<file path="src/rtl/core/cdt_pkg.sv">
// Shared constants, types and codes for the chamfer distance transform.
package cdt_pkg;

  localparam int MAX_COLS    = 256;
  localparam int MAX_ROWS    = 256;
  localparam int DIST_BITS   = 32;
  localparam int STORE_DEPTH = MAX_COLS * MAX_ROWS;

  // Interface field widths
  localparam int SIZE_W     = 9;
  localparam int STEP_W     = 24;
  localparam int PIX_W      = 32;
  localparam int PADDR_W    = 16;
  localparam int OUT_W      = 32;
  localparam int LC_W       = 17;
  localparam int CFG_IDX_W  = 3;
  localparam int CFG_DATA_W = 32;

  // Derived widths
  localparam int ADDR_W   = (STORE_DEPTH > 1) ? $clog2(STORE_DEPTH) : 1;
  localparam int COL_W    = (MAX_COLS > 1) ? $clog2(MAX_COLS) : 1;
  localparam int ROW_W    = (MAX_ROWS > 1) ? $clog2(MAX_ROWS) : 1;
  localparam int COLS_W   = $clog2(MAX_COLS + 1);
  localparam int ROWS_W   = $clog2(MAX_ROWS + 1);
  localparam int TOT_W    = $clog2(STORE_DEPTH + 1);
  localparam int CMP_W    = (TOT_W > LC_W) ? TOT_W : LC_W;
  localparam int SZ_MAX_W = (COLS_W > ROWS_W) ? COLS_W : ROWS_W;
  localparam int SZ_CMP_W = (SZ_MAX_W > SIZE_W) ? SZ_MAX_W : SIZE_W;
  localparam int SUM_W    = ((DIST_BITS > STEP_W) ? DIST_BITS : STEP_W) + 1;

  typedef logic [DIST_BITS-1:0] dist_t;
  typedef logic [STEP_W-1:0]    step_t;
  typedef logic [ADDR_W-1:0]    addr_t;

  localparam dist_t DIST_MAX = '1;

  localparam logic KIND_LOAD  = 1'b0;
  localparam logic KIND_FETCH = 1'b1;

  typedef enum logic [CFG_IDX_W-1:0] {
    CFG_WIDTH_COLS    = 3'd0,
    CFG_HEIGHT_ROWS   = 3'd1,
    CFG_STEP_X        = 3'd2,
    CFG_STEP_Y        = 3'd3,
    CFG_STEP_DIAG     = 3'd4,
    CFG_NODATA_ENABLE = 3'd5,
    CFG_NODATA_VALUE  = 3'd6
  } cfg_reg_t;

  typedef enum logic [2:0] {
    ST_IDLE,
    ST_FETCH,
    ST_PRIME,
    ST_READ,
    ST_SUM,
    ST_MIN
  } state_t;

  // Which neighbors of the current pixel exist in the running pass
  typedef struct packed {
    logic has_row;
    logic has_behind;
    logic has_back_diag;
    logic has_ahead_diag;
  } nbr_mask_t;

endpackage

</file>
<file path="src/rtl/core/cdt_relax.sv">
// Relaxation datapath: saturating neighbor sums, then minimum with the pixel itself.
module cdt_relax
  import cdt_pkg::*;
(
  input  logic      clk,
  input  logic      load_en,
  input  nbr_mask_t mask,
  input  dist_t     self_d,
  input  dist_t     row_d,
  input  dist_t     back_d,
  input  dist_t     ahead_d,
  input  dist_t     behind_d,
  input  step_t     step_x,
  input  step_t     step_y,
  input  step_t     step_diag,
  output dist_t     best
);

  dist_t self_r;
  dist_t c_row_r;
  dist_t c_back_r;
  dist_t c_ahead_r;
  dist_t c_behind_r;
  dist_t m_a;
  dist_t m_b;
  dist_t m_c;

  function automatic dist_t sat_add(dist_t a, step_t s);
    logic [SUM_W-1:0] sum;
    sum = SUM_W'(a) + SUM_W'(s);
    if (sum > SUM_W'(DIST_MAX)) begin
      return DIST_MAX;
    end
    return DIST_BITS'(sum);
  endfunction

  // Absent neighbors contribute all-ones, which never wins the minimum
  always_ff @(posedge clk) begin
    if (load_en) begin
      self_r     <= self_d;
      c_row_r    <= mask.has_row        ? sat_add(row_d, step_y)     : DIST_MAX;
      c_behind_r <= mask.has_behind     ? sat_add(behind_d, step_x)  : DIST_MAX;
      c_back_r   <= mask.has_back_diag  ? sat_add(back_d, step_diag) : DIST_MAX;
      c_ahead_r  <= mask.has_ahead_diag ? sat_add(ahead_d, step_diag) : DIST_MAX;
    end
  end

  always_comb begin
    m_a  = (c_row_r < self_r) ? c_row_r : self_r;
    m_b  = (c_ahead_r < c_back_r) ? c_ahead_r : c_back_r;
    m_c  = (m_b < m_a) ? m_b : m_a;
    best = (c_behind_r < m_c) ? c_behind_r : m_c;
  end

endmodule

</file>
<file path="config.mk">
export PLATFORM = sky130hd
export DESIGN_NAME = cdt_relax
export DESIGN_NICKNAME = d
export VERILOG_FILES = /design/src/rtl/core/cdt_pkg.sv /design/src/rtl/core/cdt_relax.sv
export SDC_FILE = /design/constraint.sdc
export NUM_CORES = 1
export LEC_CHECK = 0
export BUFFER_PORTS_ARGS = -buffer_cell sky130_fd_sc_hd__buf_2
export CORE_MARGIN = 8
export CORE_UTILIZATION = 50
export DETAILED_ROUTE_END_ITERATION = 8
export GPL_TIMING_DRIVEN = 0
export HOLD_SLACK_MARGIN = 0.06
export PLACE_DENSITY = 0.84
export SETUP_SLACK_MARGIN = 0.1
export SLEW_MARGIN = 5
export SYNTH_ARGS = -nofsm -noshare
export SYNTH_HDL_FRONTEND = slang
export SYNTH_SLANG_ARGS = --single-unit
export TNS_END_PERCENT = 100
</file>
<file path="constraint.sdc">
create_clock -name clk -period 7 [get_ports clk]
set_input_delay 0 -clock clk [delete_from_list [all_inputs] [get_ports clk]]
set_output_delay 0 -clock clk [all_outputs]
set_load 0.02 [all_outputs]
</file>
After elaboration in Yosys (flattened, before gate mapping)
Cells that the tools add are included.
Widths: inputs -> output; s select.
{ "word_totals": {"regBits": 160, "output_inout_bits": 32} }
{ "classes": {"addsub": 4, "n_lt_le_gt_ge": 8, "mux": 20} }
{ "ops": {"columns": ["op", "n"], "rows": [
  ["$mux 32", 12],
  ["$add 32x24->33", 4],
  ["$gt 33x32->1 const B", 4],
  ["$lt 32x32->1", 4],
  ["$mux 1", 8]
]} }

Depth between registers and ports, before layout
Gate-level depths: netlist of the first run.
{ "depth": {"depth_word": 6, "ltp_mapped": 35} }

Least setup slack after synthesis of the first run
Ideal clock, no wire load.
{ "synth_path": {"path_type": "reg-to-output", "start": "register c_ahead_r[21]", "end": "output port best[10]", "arrival_time_ns": 7.157, "required_time_ns": 7.000, "path_slack_ns": -0.157, "path_stages_with_launch": 35, "n_path_buf": 4, "cell_sequence": "edfxtp_1 -> ha_1 -> a21oi_1 -> o21ai_1 -> a221oi_1 -> o211ai_1 -> a21oi_1 -> buf_2 -> buf_1 -> nor2_1 -> a21oi_1 -> inv_1 -> ha_1 -> a21o_1 -> a21o_1 -> a211o_1 -> a21oi_1 -> nor3_1 -> a2111oi_1 -> inv_1 -> a41oi_1 -> buf_2 -> mux2_1 -> ha_1 -> a21o_1 -> a21o_1 -> a21o_1 -> a21o_1 -> a21oi_1 -> nor4_1 -> nor3_1 -> a21boi_0 -> a41oi_4 -> buf_6 -> mux2i_1"} }
{ "synth_between": {"elab_chain_cells": 6} }
{ "synth_rtl": {"columns": ["item", "line_no", "source"], "rows": [
  ["start: declaration", "cdt_relax.sv:22", "dist_t c_ahead_r;"],
  ["start signal: assignment", "cdt_relax.sv:44", "c_ahead_r <= mask.has_ahead_diag ? sat_add(ahead_d, step_diag) : DIST_MAX;"],
  ["$lt 32x32->1", "cdt_relax.sv:50", "m_b = (c_ahead_r < c_back_r) ? c_ahead_r : c_back_r;"],
  ["$mux 32 (*)", "cdt_relax.sv:50", null],
  ["$lt 32x32->1", "cdt_relax.sv:51", "m_c = (m_b < m_a) ? m_b : m_a;"],
  ["$mux 32 (*)", "cdt_relax.sv:51", null],
  ["$lt 32x32->1", "cdt_relax.sv:52", "best = (c_behind_r < m_c) ? c_behind_r : m_c;"],
  ["$mux 32 (*)", "cdt_relax.sv:52", null],
  ["end: declaration", "cdt_relax.sv:16", "output dist_t best"]
]} }
Every way passes the cells marked *; elsewhere a longest branch is shown, timed or not.

Final worst setup path of the first run
{ "layout_path": {"start": "register c_back_r[1]", "end": "output port best[28]"} }
{ "layout_between": {"elab_chain_cells": 6} }
{ "layout_rtl": {"columns": ["item", "line_no", "source"], "rows": [
  ["start: declaration", "cdt_relax.sv:21", "dist_t c_back_r;"],
  ["start signal: assignment", "cdt_relax.sv:43", "c_back_r <= mask.has_back_diag ? sat_add(back_d, step_diag) : DIST_MAX;"],
  ["$lt 32x32->1", "cdt_relax.sv:50", null],
  ["$mux 32 (*)", "cdt_relax.sv:50", null],
  ["$lt 32x32->1", "cdt_relax.sv:51", null],
  ["$mux 32 (*)", "cdt_relax.sv:51", null],
  ["$lt 32x32->1", "cdt_relax.sv:52", null],
  ["$mux 32 (*)", "cdt_relax.sv:52", null]
]} }
Marks and branches as above.

==> impl_metrics.ini, run 1 <==
[power]
p_leak_nw = 9.14
ir_worst_vdd_mv = 0.257
power_density_nw_per_um2 = 257
power_mw = 5.16

[clocking]
numCtsBuffers = 17
cts_tree = done
cts_root_buffer = clkbuf_16
clockBufferDepth = 2
cts_sinks = 160
clkTransAtPathRegs_ps = 60
cts-htree-levels = 4

[detailed_routing]
drc = 0
avgViaCountPerCell = 6.01
vias = 15100
initialDrtViolationCount = 1388
drt-total-wl_um = 52200
drtPass1Iterations = 6
postRouteAntennaNets = 0
wire_per_inst_um = 20.8

[worst_hold_path]
min_path_cells = 4
holdPathEnd = c_behind_r[2]
hold_start = step_x[2]
hold_path_class = in2reg

[placement]
globalplace.congestion = 0.922
dpl.hpwl_um = 35100
numPortBuffers = 269
dpl.cell_count = 2315
dpl-instance-area_sq_um = 16900

[synth]
synthesis.nets = 2116
yosysUniqueCellTypes = 69
synth_area_leaders = edfxtp_1, ha_1, a21oi_1, nand2_1, inv_1
synth_edf_count = 160
ys_seq_area_frac = 0.323
synth.largest_area_cell = edfxtp_1
synth_most_common_cell = ha_1
ys.flop_type = edfxtp_1
netlist_instances = 1655
ys_warn_count = 0
ys_async_sr_fraction = 0
synth_area_sq_um = 14900
synth_seq_cells = 160
syn_area_per_cell_sq_um = 8.98
synthTopCellsByCount = ha_1, a21oi_1, nand2_1
synth_top_cell_area_share = 0.323

[global_routing]
use_met1 = 0.293
grt_first_pass_wirelength_um = 74500
grtUsageMet3 = 0.0492
groute.layer.met2.usage = 0.450
grt_max_degree = 83
track_usage = 0.257
antenna_found_initial = 1
gr-total-overflow = 0
grt_pass1_vias = 15100
top_usage_layer = met2

[timing]
max_freq_ghz = 0.124
finalMaxSlewViolations = 0
maxSlewHeadroom = 0.458
fin_tns_setup_ps = -32810
setup_viol = 32
layout_setup_ws_ps = -1080
hold_violations = 0
rsz0062_at_grt = true
worst_pin_slew_ps = 812
layout_min_cycle_time_ps = 8080
period_share = 1.15

[worst_setup_path]
path_class = reg2out
crit_path_top_delay_cell = edfxtp_1
slowest_delay_ps = 430
required_ps = 7000
crit_path_start_kind = flop
crit_path_start = c_back_r[1]
arrival_ps = 8080
end_kind = output port
crit_fanout = 7

[layout]
finalNonFillerCells = 2509
final_nets = 2569
fill_cells = 2065
utilization = 0.682
drive_above_1_share = 0.273
syn2layout_area_growth_pct = 35.3
final_area_sq_um = 20100

[die]
die_y_um = 188
start_util = 0.504
die_x_um = 188
rows = 63
die-area_sq_um = 35500
ios = 270
core_area_sq_um = 29500

[job]
cap_violations = 0

[run_status]
status = finished with violations
violations = negative setup slack
cell usage in the layout, fill, tap and decap left out, drive strengths merged, types with 49 or more instances in the layout:
master and n:
buf 361, ha 219, a21oi 178, nand2 170
edfxtp 160, inv 160, nor2 130, dlygate4sd3 93
o21ai 82, xor2 49
layout make-up:
class	instances	area [sq um]	share of cell area
Clock inverter	12	98.8	0.00491
Buffer	31	310	0.0154
Sequential cell	160	4800	0.239
Multi-Input combinational cell	1303	10300	0.513
Tap cell	390	488	0.0243
Inverter	160	601	0.0299
Clock buffer	17	425	0.0211
Timing Repair Buffer	435	3060	0.152
Antenna cell	1	2.50	0.000124
cells by family after synthesis:
kind of cell	share of synthesized area
muxes	0.0495
and+or+nand+nor	0.154
xor gates and xnor gates	0.0554
DFF	0.323
AOI/OAI and AO/OA	0.177
buffers and inverters	0.0510
adders and majority gates	0.190
power by group:
group / switching, mW / total [mW] / internal, mW
combinational: 1.66 / 3.04 / 1.38
clock: 0.385 / 0.862 / 0.477
sequential: 0.0745 / 1.26 / 1.18
worst max path at each step:
| stage | to | slack, ps |
|---|---|---|
| after floorplan | best[10] | 110 |
| after global placement | best[29] | -1240 |
| after detailed placement | best[28] | -1320 |
| after CTS | best[23] | -210 |
| after global routing | best[8] | -1210 |
| final | best[28] | -1080 |
per-stage QoR:
stage	hold slack, ps	setup slack (ps)
final	64.8	-1080
after global routing	82.9	-1210
after CTS	61.3	-209
after detailed placement	179	-1320
after global placement	177	-1240
after floorplan	98.9	107
sequential cells by signal, summed over array words and instances, names as in the netlist:
name / count
c_back_r: 32
c_behind_r: 32
c_ahead_r: 32
c_row_r: 32
self_r: 32
critical path: cells and delay by family (launching register included):
family / cells / cell delay [ps]
adders and majority gates: 3 / 840
buffers and inverters: 11 / 1650
DFF: 1 / 430
AOI/OAI and AO/OA: 12 / 2900
and+or+nand+nor: 6 / 1080
muxes: 2 / 720
repair_timing:
action,in CTS,in global routing
pin swaps,40,39
gates resized for setup,170,100
setup endpoints to repair,32,32
endpoints found under the hold margin,75,1
cloned,3,2
buffers inserted,37,32
hold buffers,92,1
routing by layer:
metal | vias to the layer above | routed length [um]
met5 | - | 0
met4 | 0 | 3470
met3 | 270 | 4710
met2 | 905 | 24800
met1 | 6974 | 19100
li1 | 6922 | -
Note: power is estimated with default switching activity, not from simulation.
==> run 2: changes to the inputs <==
CORE_UTILIZATION = 45   (was 50)
PLACE_DENSITY = 0.77   (was 0.84)
==> run 2 against run 1 <==
  * The run still ends with negative setup slack left
  * Core utilization down 6.1 points
  * Total power increased by 1.3%
  * Cell area increased by 0.45%
  * Final cell count increased by 2.7%
  * Clock power up 8.0%
  * Fmax rose by 6.4%
  * First-iteration DRC count fell by 22%
==> impl_metrics.ini, run 2 (synthesis gave the netlist of run 1 again) <==
[run_status]
status = finished with violations
violations = negative setup slack

[timing]
maxSlewHeadroom = 0.514
setup_viol = 32
finalMaxSlewViolations = 0
worst_pin_slew_ps = 729
rsz0062_at_grt = true
hold_violations = 0
layout_setup_ws_ps = -593
layout_min_cycle_time_ps = 7590
max_freq_ghz = 0.132
period_share = 1.08

[layout]
layout_commonest_cell = buf_2
fill_cells = 2596
final_cell_mix = buf_2, ha_1, nand2_1
finalNonFillerCells = 2577
drive_above_1_share = 0.267
multi_input_area_sq_um = 10100
final_nets = 2583
utilization = 0.621
ff_latch_area_sq_um = 4800
syn2layout_area_growth_pct = 35.9
n_antenna_cell = 0

[detailed_routing]
vias = 14300
avgViaCountPerCell = 5.56
drc = 0
drt-total-wl_um = 48900
postRouteAntennaNets = 0
drtPass1Iterations = 5
wire_per_inst_um = 19.0
initialDrtViolationCount = 1085

[worst_setup_path]
end_kind = output port
crit_path_start = c_row_r[26]
required_ps = 7000
crit_path_start_kind = flop
crit_fanout = 5
arrival_ps = 7590
slowest_delay_ps = 610
crit_path_top_delay_cell = or4_4
path_class = reg2out

[die]
start_util = 0.457
rows = 66
ios = 270
core_area_sq_um = 32500
die_x_um = 198
die_y_um = 198
die-area_sq_um = 39100

[clocking]
numCtsBuffers = 17
cts_sinks = 160
cts_tree = done
cts_root_buffer = clkbuf_16
clkTransAtPathRegs_ps = 70
cts-htree-levels = 4
clockBufferDepth = 2

[placement]
globalplace.congestion = 0.907
dpl.cell_count = 2367
dpl.hpwl_um = 35700
numPortBuffers = 269

[global_routing]
track_usage = 0.233
grt_pass1_vias = 14300
gr-total-overflow = 0
grt_first_pass_wirelength_um = 72400
grt_max_degree = 89
antenna_found_initial = 0

[power]
power_density_nw_per_um2 = 259
ir_worst_vdd_mv = 0.253
p_leak_nw = 9.22
power_mw = 5.23

[job]
cap_violations = 0

[worst_hold_path]
hold_start = step_diag[10]
hold_path_class = in2reg
run 2: per-layer routing:
metal | vias up | global-route usage | routed length (um)
met3 | 131 | 0.0489 | 3220
met1 | 6696 | 0.277 | 19700
met5 | - | 0 | 0
met4 | 0 | 0.102 | 2200
li1 | 6959 | - | -
met2 | 538 | 0.401 | 23800
run 2: per-stage QoR:
step	hold slack [ps]	worst slack [ps]	setup TNS [ps]	cell area (sq um)
6_report	58.3	-593	-17530	20200
5_1_grt	81.7	-752	-22970	20200
4_1_cts	61.6	-222	-6120	19600
3_5_place_dp	178	-1330	-39320	16900
3_3_place_gp	179	-1190	-34380	16900
2_1_floorplan	98.9	107	0	15000
run 2: what timing repair did:
item                                    4_1_cts  5_1_grt
resized for setup                           170       76
hold buffers                                 97        0
cloned                                        5        2
hold endpoints to repair                     77        0
pin swaps                                    20       38
endpoints found under the setup margin       32       32
buffers inserted                             48       26
run 2: worst paths after layout:
path | endpoint | slack [ps] | cells after the start
setup / recovery | best[29] | -590 | 31
hold / removal | c_back_r[10] | 60 | 4
run 2: critical path: cells and delay by family, from the launching register on:
kind / cells / cell delay [ps]
flops: 1 / 430
buf+inv: 8 / 1240
mux: 2 / 550
compound gates: 13 / 2670
fa+ha+maj: 3 / 800
simple gates: 5 / 1420
run 2: area by class of cell:
cell class / instances / area share
clock buffers: 17 / 0.0211
clock inverters: 15 / 0.00737
flip-flops and latches: 160 / 0.238
well taps: 442 / 0.0274
multi-input cells: 1303 / 0.501
repair buffers: 447 / 0.160
plain buffers: 33 / 0.0152
inverters: 160 / 0.0297
run 2: report_power, final:
group | internal [mW] | total (mW) | switching, mW
combinational | 1.45 | 3.05 | 1.60
clock | 0.500 | 0.931 | 0.431
sequential | 1.18 | 1.25 | 0.0674
total | 3.13 | 5.23 | 2.10
==> run 3: changes to the inputs <==
CELL_PAD_IN_SITES_DETAIL_PLACEMENT = 2   (was default)
CELL_PAD_IN_SITES_GLOBAL_PLACEMENT = 2   (was default)
CORE_UTILIZATION = 32   (was 45)
CTS_BUF_LIST = sky130_fd_sc_hd__clkbuf_4   (was default)
PLACE_DENSITY = 0.87   (was 0.77)
==> run 3 against run 2 <==
  * The run still ends with negative setup slack left
  * Total power up 21%
  * Non-clock buffer count up 274
  * Hold slack worse by 16 ps
  * Wire length up 130%
  * Clock power down 21%
  * Final cell count up 17%
  * Sequential cell count unchanged
  * Worst setup slack worse by 1400 ps
  * Clock-buffer cell count unchanged
  * Critical path type unchanged
  * Largest cell class unchanged
==> impl_metrics.ini, run 3 (synthesis gave the netlist of run 1 again) <==
[clocking]
cts_tree = done
clockBufferDepth = 2
cts-htree-levels = 4
cts_sinks = 160
numCtsBuffers = 17
cts_root_buffer = clkbuf_4
clkTransAtPathRegs_ps = 260

[power]
p_leak_nw = 10.3
power_mw = 6.32
power_density_nw_per_um2 = 271
ir_worst_vdd_mv = 0.150

[die]
rows = 79
die_x_um = 232
ios = 270
die-area_sq_um = 53600
start_util = 0.322
die_y_um = 232
core_area_sq_um = 46200

[worst_setup_path]
end_kind = output port
crit_path_start_kind = flop
arrival_ps = 9000
slowest_delay_ps = 590
crit_path_top_delay_cell = edfxtp_1
path_class = reg2out
required_ps = 7000
crit_fanout = 10
path_common_cell = a21o_1

[detailed_routing]
wire_per_inst_um = 37.5
avgViaCountPerCell = 6.37
top_layer_used = met4
drt-total-wl_um = 113000
drtPass1Iterations = 8
postRouteAntennaNets = 0
initialDrtViolationCount = 1999
drc = 0
met1_length_um = 40500
wl_met3_um = 9350
wl_met2_um = 53600
vias = 19200

[placement]
dpl.hpwl_um = 50700
dpl-instance-area_sq_um = 17100
numPortBuffers = 269
globalplace.congestion = 0.895

[timing]
maxSlewHeadroom = 0.327
hold_violations = 0
worst_pin_slew_ps = 1010
rsz0062_at_grt = true
setup_viol = 32
max_freq_ghz = 0.111
layout_min_cycle_time_ps = 9000
finalMaxSlewViolations = 0
fin_tns_setup_ps = -61150
period_share = 1.29
layout_setup_ws_ps = -2000

[layout]
final_cell_mix = dlygate4sd3_1, buf_2, ha_1
layout_commonest_cell = dlygate4sd3_1
drive_above_1_share = 0.259
syn2layout_area_growth_pct = 56.8
final_area_sq_um = 23300
final_nets = 2856

[run_status]
status = finished with violations
violations = negative setup slack

[worst_hold_path]
min_path_cells = 5
holdPathEnd = c_behind_r[20]
hold_path_class = in2reg
hold_start = behind_d[19]

[global_routing]
track_usage = 0.355
antenna_found_initial = 5
grt_max_degree = 88
gr-total-overflow = 0
grt_first_pass_wirelength_um = 143000
grt_pass1_vias = 20400

[job]
cap_violations = 0
[run 3: routing by layer]
metal	vias to the layer above	track usage
met3	663	0.0691
met2	1495	0.628
met4	0	0.180
met5	-	0
met1	9596	0.402
li1	7495	-
[run 3: cell type report]
class | instances | area [sq um]
Antenna cell | 5 | 12.5
Buffer | 33 | 357
Clock buffer | 17 | 128
Clock inverter | 15 | 159
Fill cell | 4764 | 22800
Inverter | 160 | 601
Multi-Input combinational cell | 1302 | 10600
Sequential cell | 160 | 4800
Tap cell | 607 | 759
Timing Repair Buffer | 721 | 5940
[run 3: worst max-delay path, delay by kind of cell, from the launching register on]
kind            cells  cell delay, ps
compound gates     17            3860
fa+ha+maj           3            1080
buf+inv             7            1240
flops               1             590
mux                 2             650
simple gates        5             860
[run 3: how the worst max path moves through the flow]
stage / cells after the start / from / slack [ps] / endpoint
2_1_floorplan: 32 / c_row_r[11] / 110 / best[10]
3_3_place_gp: 35 / c_ahead_r[23] / -1550 / best[22]
3_5_place_dp: 36 / c_back_r[21] / -2150 / best[21]
4_1_cts: 36 / c_back_r[1] / -770 / best[21]
5_1_grt: 34 / c_ahead_r[30] / -2000 / best[21]
6_report: 34 / c_row_r[5] / -2000 / best[21]
[run 3: report_power, final]
part           total [mW]  internal (mW)  switching (mW)
clock               0.737          0.217           0.520
combinational        4.27           1.84            2.43
sequential           1.31           1.18           0.126
total                6.32           3.24            3.08
[run 3: what timing repair did]
item	in CTS	in global routing
cloned	6	1
setup endpoints to repair	32	32
endpoints found under the hold margin	230	7
buffers inserted	55	40
pin swaps	42	42
gates resized for setup	239	95
hold buffers	343	7
[run 3: metrics by stage]
stage | setup WS, ps | util | hold WS, ps | cells
finish | -2000 | 0.505 | 42.5 | 3020
detailed placement | -2150 | 0.371 | 180 | 2532
global placement | -1550 | 0.370 | 179 | 2531
global route | -2000 | 0.505 | 34.5 | 3019
CTS | -772 | 0.487 | 60.2 | 2968
floorplan | 107 | - | 98.9 | 1655
